<file path="src/sv/sem_pkg.sv">
package sem_pkg;

    // Field widths
    localparam int PIX_W    = 8;
    localparam int DIFF_W   = 9;
    localparam int SOB_W    = 11;
    localparam int WIDTH_W  = 11;
    localparam int HEIGHT_W = 12;
    localparam int LIM_W    = 13;

    // Configuration port
    localparam int CFG_IDX_W  = 1;
    localparam int CFG_DATA_W = 12;
    localparam logic [CFG_IDX_W-1:0] CFG_WIDTH  = 1'b0;
    localparam logic [CFG_IDX_W-1:0] CFG_HEIGHT = 1'b1;

    localparam logic [WIDTH_W-1:0]  WIDTH_RESET  = 11'd640;
    localparam logic [HEIGHT_W-1:0] HEIGHT_RESET = 12'd480;
    localparam int MIN_DIM = 3;

    // Square root unit: one result bit per step
    localparam int RAD_W       = 22;
    localparam int ROOT_W      = 11;
    localparam int SQRT_STEPS  = 11;
    localparam int STEP_CNT_W  = 4;

    // Controller to datapath commands
    typedef struct packed {
        logic accept;    // latch pixel, counters and issue line store read
        logic shift;     // shift window, write line stores
        logic square;    // register gradient squares
        logic start;     // load square root units
        logic step;      // one square root iteration
        logic load_out;  // load output register
    } t_dp_cmd;

    // Datapath to controller status
    typedef struct packed {
        logic out_free;
    } t_dp_status;

endpackage

</file>
<file path="src/sv/sem_ctrl.sv">
module sem_ctrl (
    input  logic                i_clk,
    input  logic                i_rst_n,
    input  logic                i_in_valid,
    output logic                o_in_ready,
    input  sem_pkg::t_dp_status i_status,
    output sem_pkg::t_dp_cmd    o_cmd
);

    localparam logic [2:0] S_IDLE   = 3'd0;
    localparam logic [2:0] S_READ   = 3'd1;
    localparam logic [2:0] S_SQUARE = 3'd2;
    localparam logic [2:0] S_SUM    = 3'd3;
    localparam logic [2:0] S_ROOT   = 3'd4;
    localparam logic [2:0] S_DONE   = 3'd5;

    localparam logic [sem_pkg::STEP_CNT_W-1:0] LAST_STEP =
        sem_pkg::STEP_CNT_W'(sem_pkg::SQRT_STEPS - 1);

    logic [2:0]                       r_state, n_state;
    logic [sem_pkg::STEP_CNT_W-1:0]   r_count, n_count;

    assign o_in_ready = (r_state == S_IDLE);

    // Next state and commands
    always_comb begin
        n_state = r_state;
        n_count = r_count;
        o_cmd   = '0;
        case (r_state)
            S_IDLE: begin
                if (i_in_valid) begin
                    o_cmd.accept = 1'b1;
                    n_state      = S_READ;
                end
            end
            S_READ: begin
                o_cmd.shift = 1'b1;
                n_state     = S_SQUARE;
            end
            S_SQUARE: begin
                o_cmd.square = 1'b1;
                n_state      = S_SUM;
            end
            S_SUM: begin
                o_cmd.start = 1'b1;
                n_count     = '0;
                n_state     = S_ROOT;
            end
            S_ROOT: begin
                o_cmd.step = 1'b1;
                n_count    = r_count + 1'b1;
                if (r_count == LAST_STEP) begin
                    n_state = S_DONE;
                end
            end
            S_DONE: begin
                // Hold until the output register is free
                if (i_status.out_free) begin
                    o_cmd.load_out = 1'b1;
                    n_state        = S_IDLE;
                end
            end
            default: begin
                n_state = S_IDLE;
            end
        endcase
    end

    always_ff @(posedge i_clk) begin
        if (!i_rst_n) begin
            r_state <= S_IDLE;
            r_count <= '0;
        end else begin
            r_state <= n_state;
            r_count <= n_count;
        end
    end

endmodule

</file>
<file path="config.mk">
export PLATFORM = sky130hd
export DESIGN_NAME = sem_ctrl
export DESIGN_NICKNAME = d
export VERILOG_FILES = /design/src/sv/sem_pkg.sv /design/src/sv/sem_ctrl.sv
export SDC_FILE = /design/constraint.sdc
export NUM_CORES = 1
export LEC_CHECK = 0
export BUFFER_PORTS_ARGS = -buffer_cell sky130_fd_sc_hd__buf_2
export CAP_MARGIN = 40
export CELL_PAD_IN_SITES_DETAIL_PLACEMENT = 1
export CELL_PAD_IN_SITES_GLOBAL_PLACEMENT = 1
export CORE_AREA = 2 2 39 41
export CTS_CLUSTER_SIZE = 25
export DETAILED_ROUTE_END_ITERATION = 12
export DIE_AREA = 0 0 41 43
export GPL_TIMING_DRIVEN = 0
export PLACE_DENSITY = 0.76
export SLEW_MARGIN = 10
export SYNTH_ARGS = -nofsm -noshare
export SYNTH_HDL_FRONTEND = slang
export SYNTH_SLANG_ARGS = --single-unit
export TNS_END_PERCENT = 5
</file>
<file path="constraint.sdc">
create_clock -name i_clk -period 1.89 [get_ports i_clk]
set_input_delay 0.189 -clock i_clk [delete_from_list [all_inputs] [get_ports i_clk]]
set_output_delay 0.189 -clock i_clk [all_outputs]
set_load 0.01 [all_outputs]
</file>
======== After elaboration in Yosys (flattened, before gate mapping) ========
Index checks and enable logic that the tools add are counted.
storage, ports and cells
  bits in read-only memories .............. 0
  bits of input ports ..................... 4
  word-level logic and storage cells ...... 28
  output and inout port bits .............. 7
  register bits ........................... 7
  latch bits .............................. 0
  memory bits (writable) .................. 0
  memories ................................ 0
cells by class
  equal/unequal tests ..................... 9
  bitwise operators ....................... 0
  $lt $le $gt $ge ......................... 0
  reduce and logical (&&, ||, !) cells .... 3
  multipliers ............................. 0
  div/mod/pow operators ................... 0
  $add $sub $neg .......................... 1
  multiplexer cells ....................... 13
  shift operators ......................... 0
operators with widths
  operator                                                               number
  3-bit case mux with 6 select lines                                     1
  3-bit 2-to-1 mux                                                       3
  1-bit 2-to-1 mux                                                       8
  4-bit case mux with 2 select lines                                     1
  3-bit by 2-bit equality test with 1-bit output, second input constant  2
  3-bit equality test, second input constant                             2
  2-bit inequality test, second input constant                           3
  4-bit by 1-bit adder with 4-bit output, second input constant          1
  4-bit equality test, second input constant                             1
  3-bit by 1-bit equality test with 1-bit output, second input constant  1
  3-bit zero test                                                        1
  3-bit AND reduction                                                    1
  2-bit nonzero test                                                     1

======== Longest topological paths before layout ========
  depth in word-level cells ............... 3
  depth in mapped cells ................... 5
  gate-level depth less buffers ........... 5

======== Worst setup path before layout ========
Ideal clock, no wire load.
  path kind ............................... reg2out
  start ................................... reg r_state[1]
  end ..................................... out o_cmd[5] (netlist bit)
  arrival time ............................ 936 ps
  buffers on the path ..................... 1
  stages on the path, launching flop included .. 4
  setup slack ............................. 765 ps
  required time ........................... 1,701 ps
  path through ............................ dfxtp_1 > buf_6 > nor3_2 > and2_1
RTL lines
  what                    line            text
  from (decl)             sem_ctrl.sv:20  logic [2:0] r_state, n_state;
  from (signal assigned)  sem_ctrl.sv:75  r_state <= n_state;
  to (decl)               sem_ctrl.sv:7   output sem_pkg::t_dp_cmd o_cmd

==> qor.yml <==
cp-startpoint: "r_state[2]"
syn_area_um2: 468
avgSynthCellArea_um2: 9.96
comb_power_share_pct: 28.4
fp.dieW_um: 41
fin_crit_ns: 1.50
slowest_delay_ns: 0.43
grt_overflow: 0
setup_viol: 0
reg2reg_to: "r_count[0]"
p_leak_nw: 0.229
syn2layout_area_growth_pct: 20.6
layout_commonest_cell: "buf_2"
drcViolationCount: 0
antenna_found_initial: 0
internal_power_uw: 296
htree_levels: 1
cts_root_buffer: "clkbuf_4"
fmax_ghz: 0.667
critPathMaxFanout: 10
crit_end: "o_cmd[0]"
viasPerCell: 5.31
maxSlewViolCount: 0
fillers: 171
drt_pass1_iterations: 2
syn-instance-count: 47
rrSetupSlack_ns: 0.73
powerDensity_nw_per_um2: 768
grt_max_degree: 11
cap_violations: 0
r2r-start: "r_state[2]"
cp_data_arrival_time_ns: 1.31
cts_setup_buffers: 0
via_count: 409
crit_path_frequent_cell: "buf_2"
cts-resized-gates: 0
synth_nets: 53
hold_class: "in -> reg"
rows: 14
path_clk_slew_ns: 0.06
post-place-ws_ns: 0.654
ys_types: 27
fin_crit_sh_pct: 79.3
status: "finished clean"
layout-drive-gt1-share_pct: 42.6
die_h_um: 43
num_io_pins: 11
cpMaxStageDelayCell: "dfxtp_1"
crit_chain: "buf_2 > and4b_2 > buf_2"
sw_frac_of_total_pct: 31.8
ys_ff_latch: 7
switchingPower_uw: 138
grtUsageTotal_pct: 15.4
numPortBuffers: 10
yosys_warnings: 0
end_kind: "output pin"
worst_pin_slew_ns: 0.262
grt_pass1_wl_um: 1840
wl_per_cell_um: 13.3
insertion_delay_ns: 0.25
grt_setup_unrepaired: "no"
gp_congestion: 0.732
reg2reg_depth: 3
ctsHoldBuffers: 0
cts_buffers: 3
startpoint_type: "register"
p_clk_share_pct: 32.1
dieArea_um2: 1760
clock_path_buffers: 2
dr.first_iter.drc_count: 3
crit_required_ns: 1.70
core_area_um2: 1380
antenna_cells: 0
initial_utilization_pct: 33.8
cts_tree: "yes"
ys_seq_area_share_pct: 29.9
layout_common_cells: "buf_2 (11), dfxtp_1 (7), a21oi_1 (5)"
hold_violations: 0
seqPwrFrac_pct: 39.5
nets: 68
numClockSinks: 7
worstSetupPathType: "reg -> out"
skew_ns: 0.00257
final_antenna_net_count: 0
vdd_ir_drop_max_mv: 0.503
setup_slack_ns: 0.391
drt_wl_total_um: 1020
setup_tns_ns: 0
p_total_uw: 433
max_slew_margin_pct: 82.4
dp_hpwl_um: 743
grt_pass1_vias: 402
-- power groups by stage --
stage / registers (mW) / logic (mW) / clock network, mW
2_1_floorplan: 0.172 / 0.0893 / 0
3_3_place_gp: 0.173 / 0.121 / 0
3_5_place_dp: 0.174 / 0.124 / 0
4_1_cts: 0.171 / 0.125 / 0.145
5_1_grt: 0.173 / 0.137 / 0.159
6_report: 0.171 / 0.123 / 0.139
-- registers in the layout, indices dropped and copies added (netlist names) --
signal,count
r_count,4
r_state,3
-- Yosys cell counts --
cell | n | area, um^2
xnor2_1 | 1 | 8.76
and3_1 | 2 | 12.5
and4b_2 | 1 | 11.3
a211oi_2 | 1 | 12.5
a21oi_2 | 1 | 8.76
a211oi_1 | 2 | 15.0
ha_1 | 2 | 25.0
nand2_2 | 1 | 6.26
nor4b_2 | 1 | 15.0
buf_2 | 1 | 5.00
and4bb_1 | 1 | 12.5
o21ai_1 | 1 | 5.00
buf_6 | 2 | 22.5
o21ai_0 | 2 | 10.0
a311oi_1 | 1 | 8.76
a21oi_1 | 5 | 25.0
nor3b_4 | 1 | 18.8
dfxtp_1 | 7 | 140
nor2_2 | 2 | 12.5
nor3_2 | 2 | 20.0
o21a_1 | 2 | 15.0
a21boi_1 | 1 | 7.51
nand4bb_1 | 1 | 11.3
inv_1 | 1 | 3.75
nor3b_1 | 3 | 22.5
and2_1 | 1 | 6.26
and2_0 | 1 | 6.26
-- metrics by stage --
step	instance area, um^2	hold slack, ns	cells	utilization, %
6_report	564	0.240	77	40.8
5_1_grt	564	0.229	77	40.8
4_1_cts	564	0.233	77	40.8
3_5_place_dp	538	0.496	73	38.9
3_3_place_gp	538	0.491	73	38.9
2_1_floorplan	468	0.306	47	-
-- routing by layer --
layer,GRT usage (%),vias to the layer above,wire (um)
met5,0,-,0
met4,9.33,0,24
met3,2.62,4,12
met2,20.3,4,513
met1,22.4,193,471
li1,-,208,-
-- cell families (layout without fill, tap and decap cells) --
family                     after synthesis  count (layout)  share of synthesized area [%]
DFF                                      7               7                           29.9
adders and majority gates                2               2                           5.35
xor gates and xnor gates                 1               1                           1.87
and+or+nand+nor                         17              17                           33.2
AOI/OAI and AO/OA                       16              16                           23.0
buffers and inverters                    4              18                           6.68
-- worst min path at each step --
stage	slack, ns	to	cells past startpoint	from
6_report	0.24	r_state[0]	2	i_rst_n
5_1_grt	0.23	r_state[0]	2	i_rst_n
4_1_cts	0.23	r_state[0]	2	i_rst_n
3_5_place_dp	0.50	r_state[0]	2	i_rst_n
3_3_place_gp	0.49	r_state[0]	2	i_rst_n
2_1_floorplan	0.31	r_state[2]	1	i_rst_n
-- worst max-delay path: cells and delay by family, from the launching register on --
| kind | cells | cell delay, ns |
|---|---|---|
| DFF | 1 | 0.43 |
| and+or+nand+nor | 1 | 0.24 |
| buffers and inverters | 2 | 0.40 |
-- final cells by class --
cell class,instances,area (um^2),area share [%]
Inverter,1,3.75,0.665
Buffer,3,27.5,4.88
Clock buffer,4,26.3,4.66
Multi-Input combinational cell,36,297,52.5
Timing Repair Buffer,10,50.0,8.87
Tap cell,16,20.0,3.55
Sequential cell,7,140,24.8
Power figures use the tool's default switching activity.
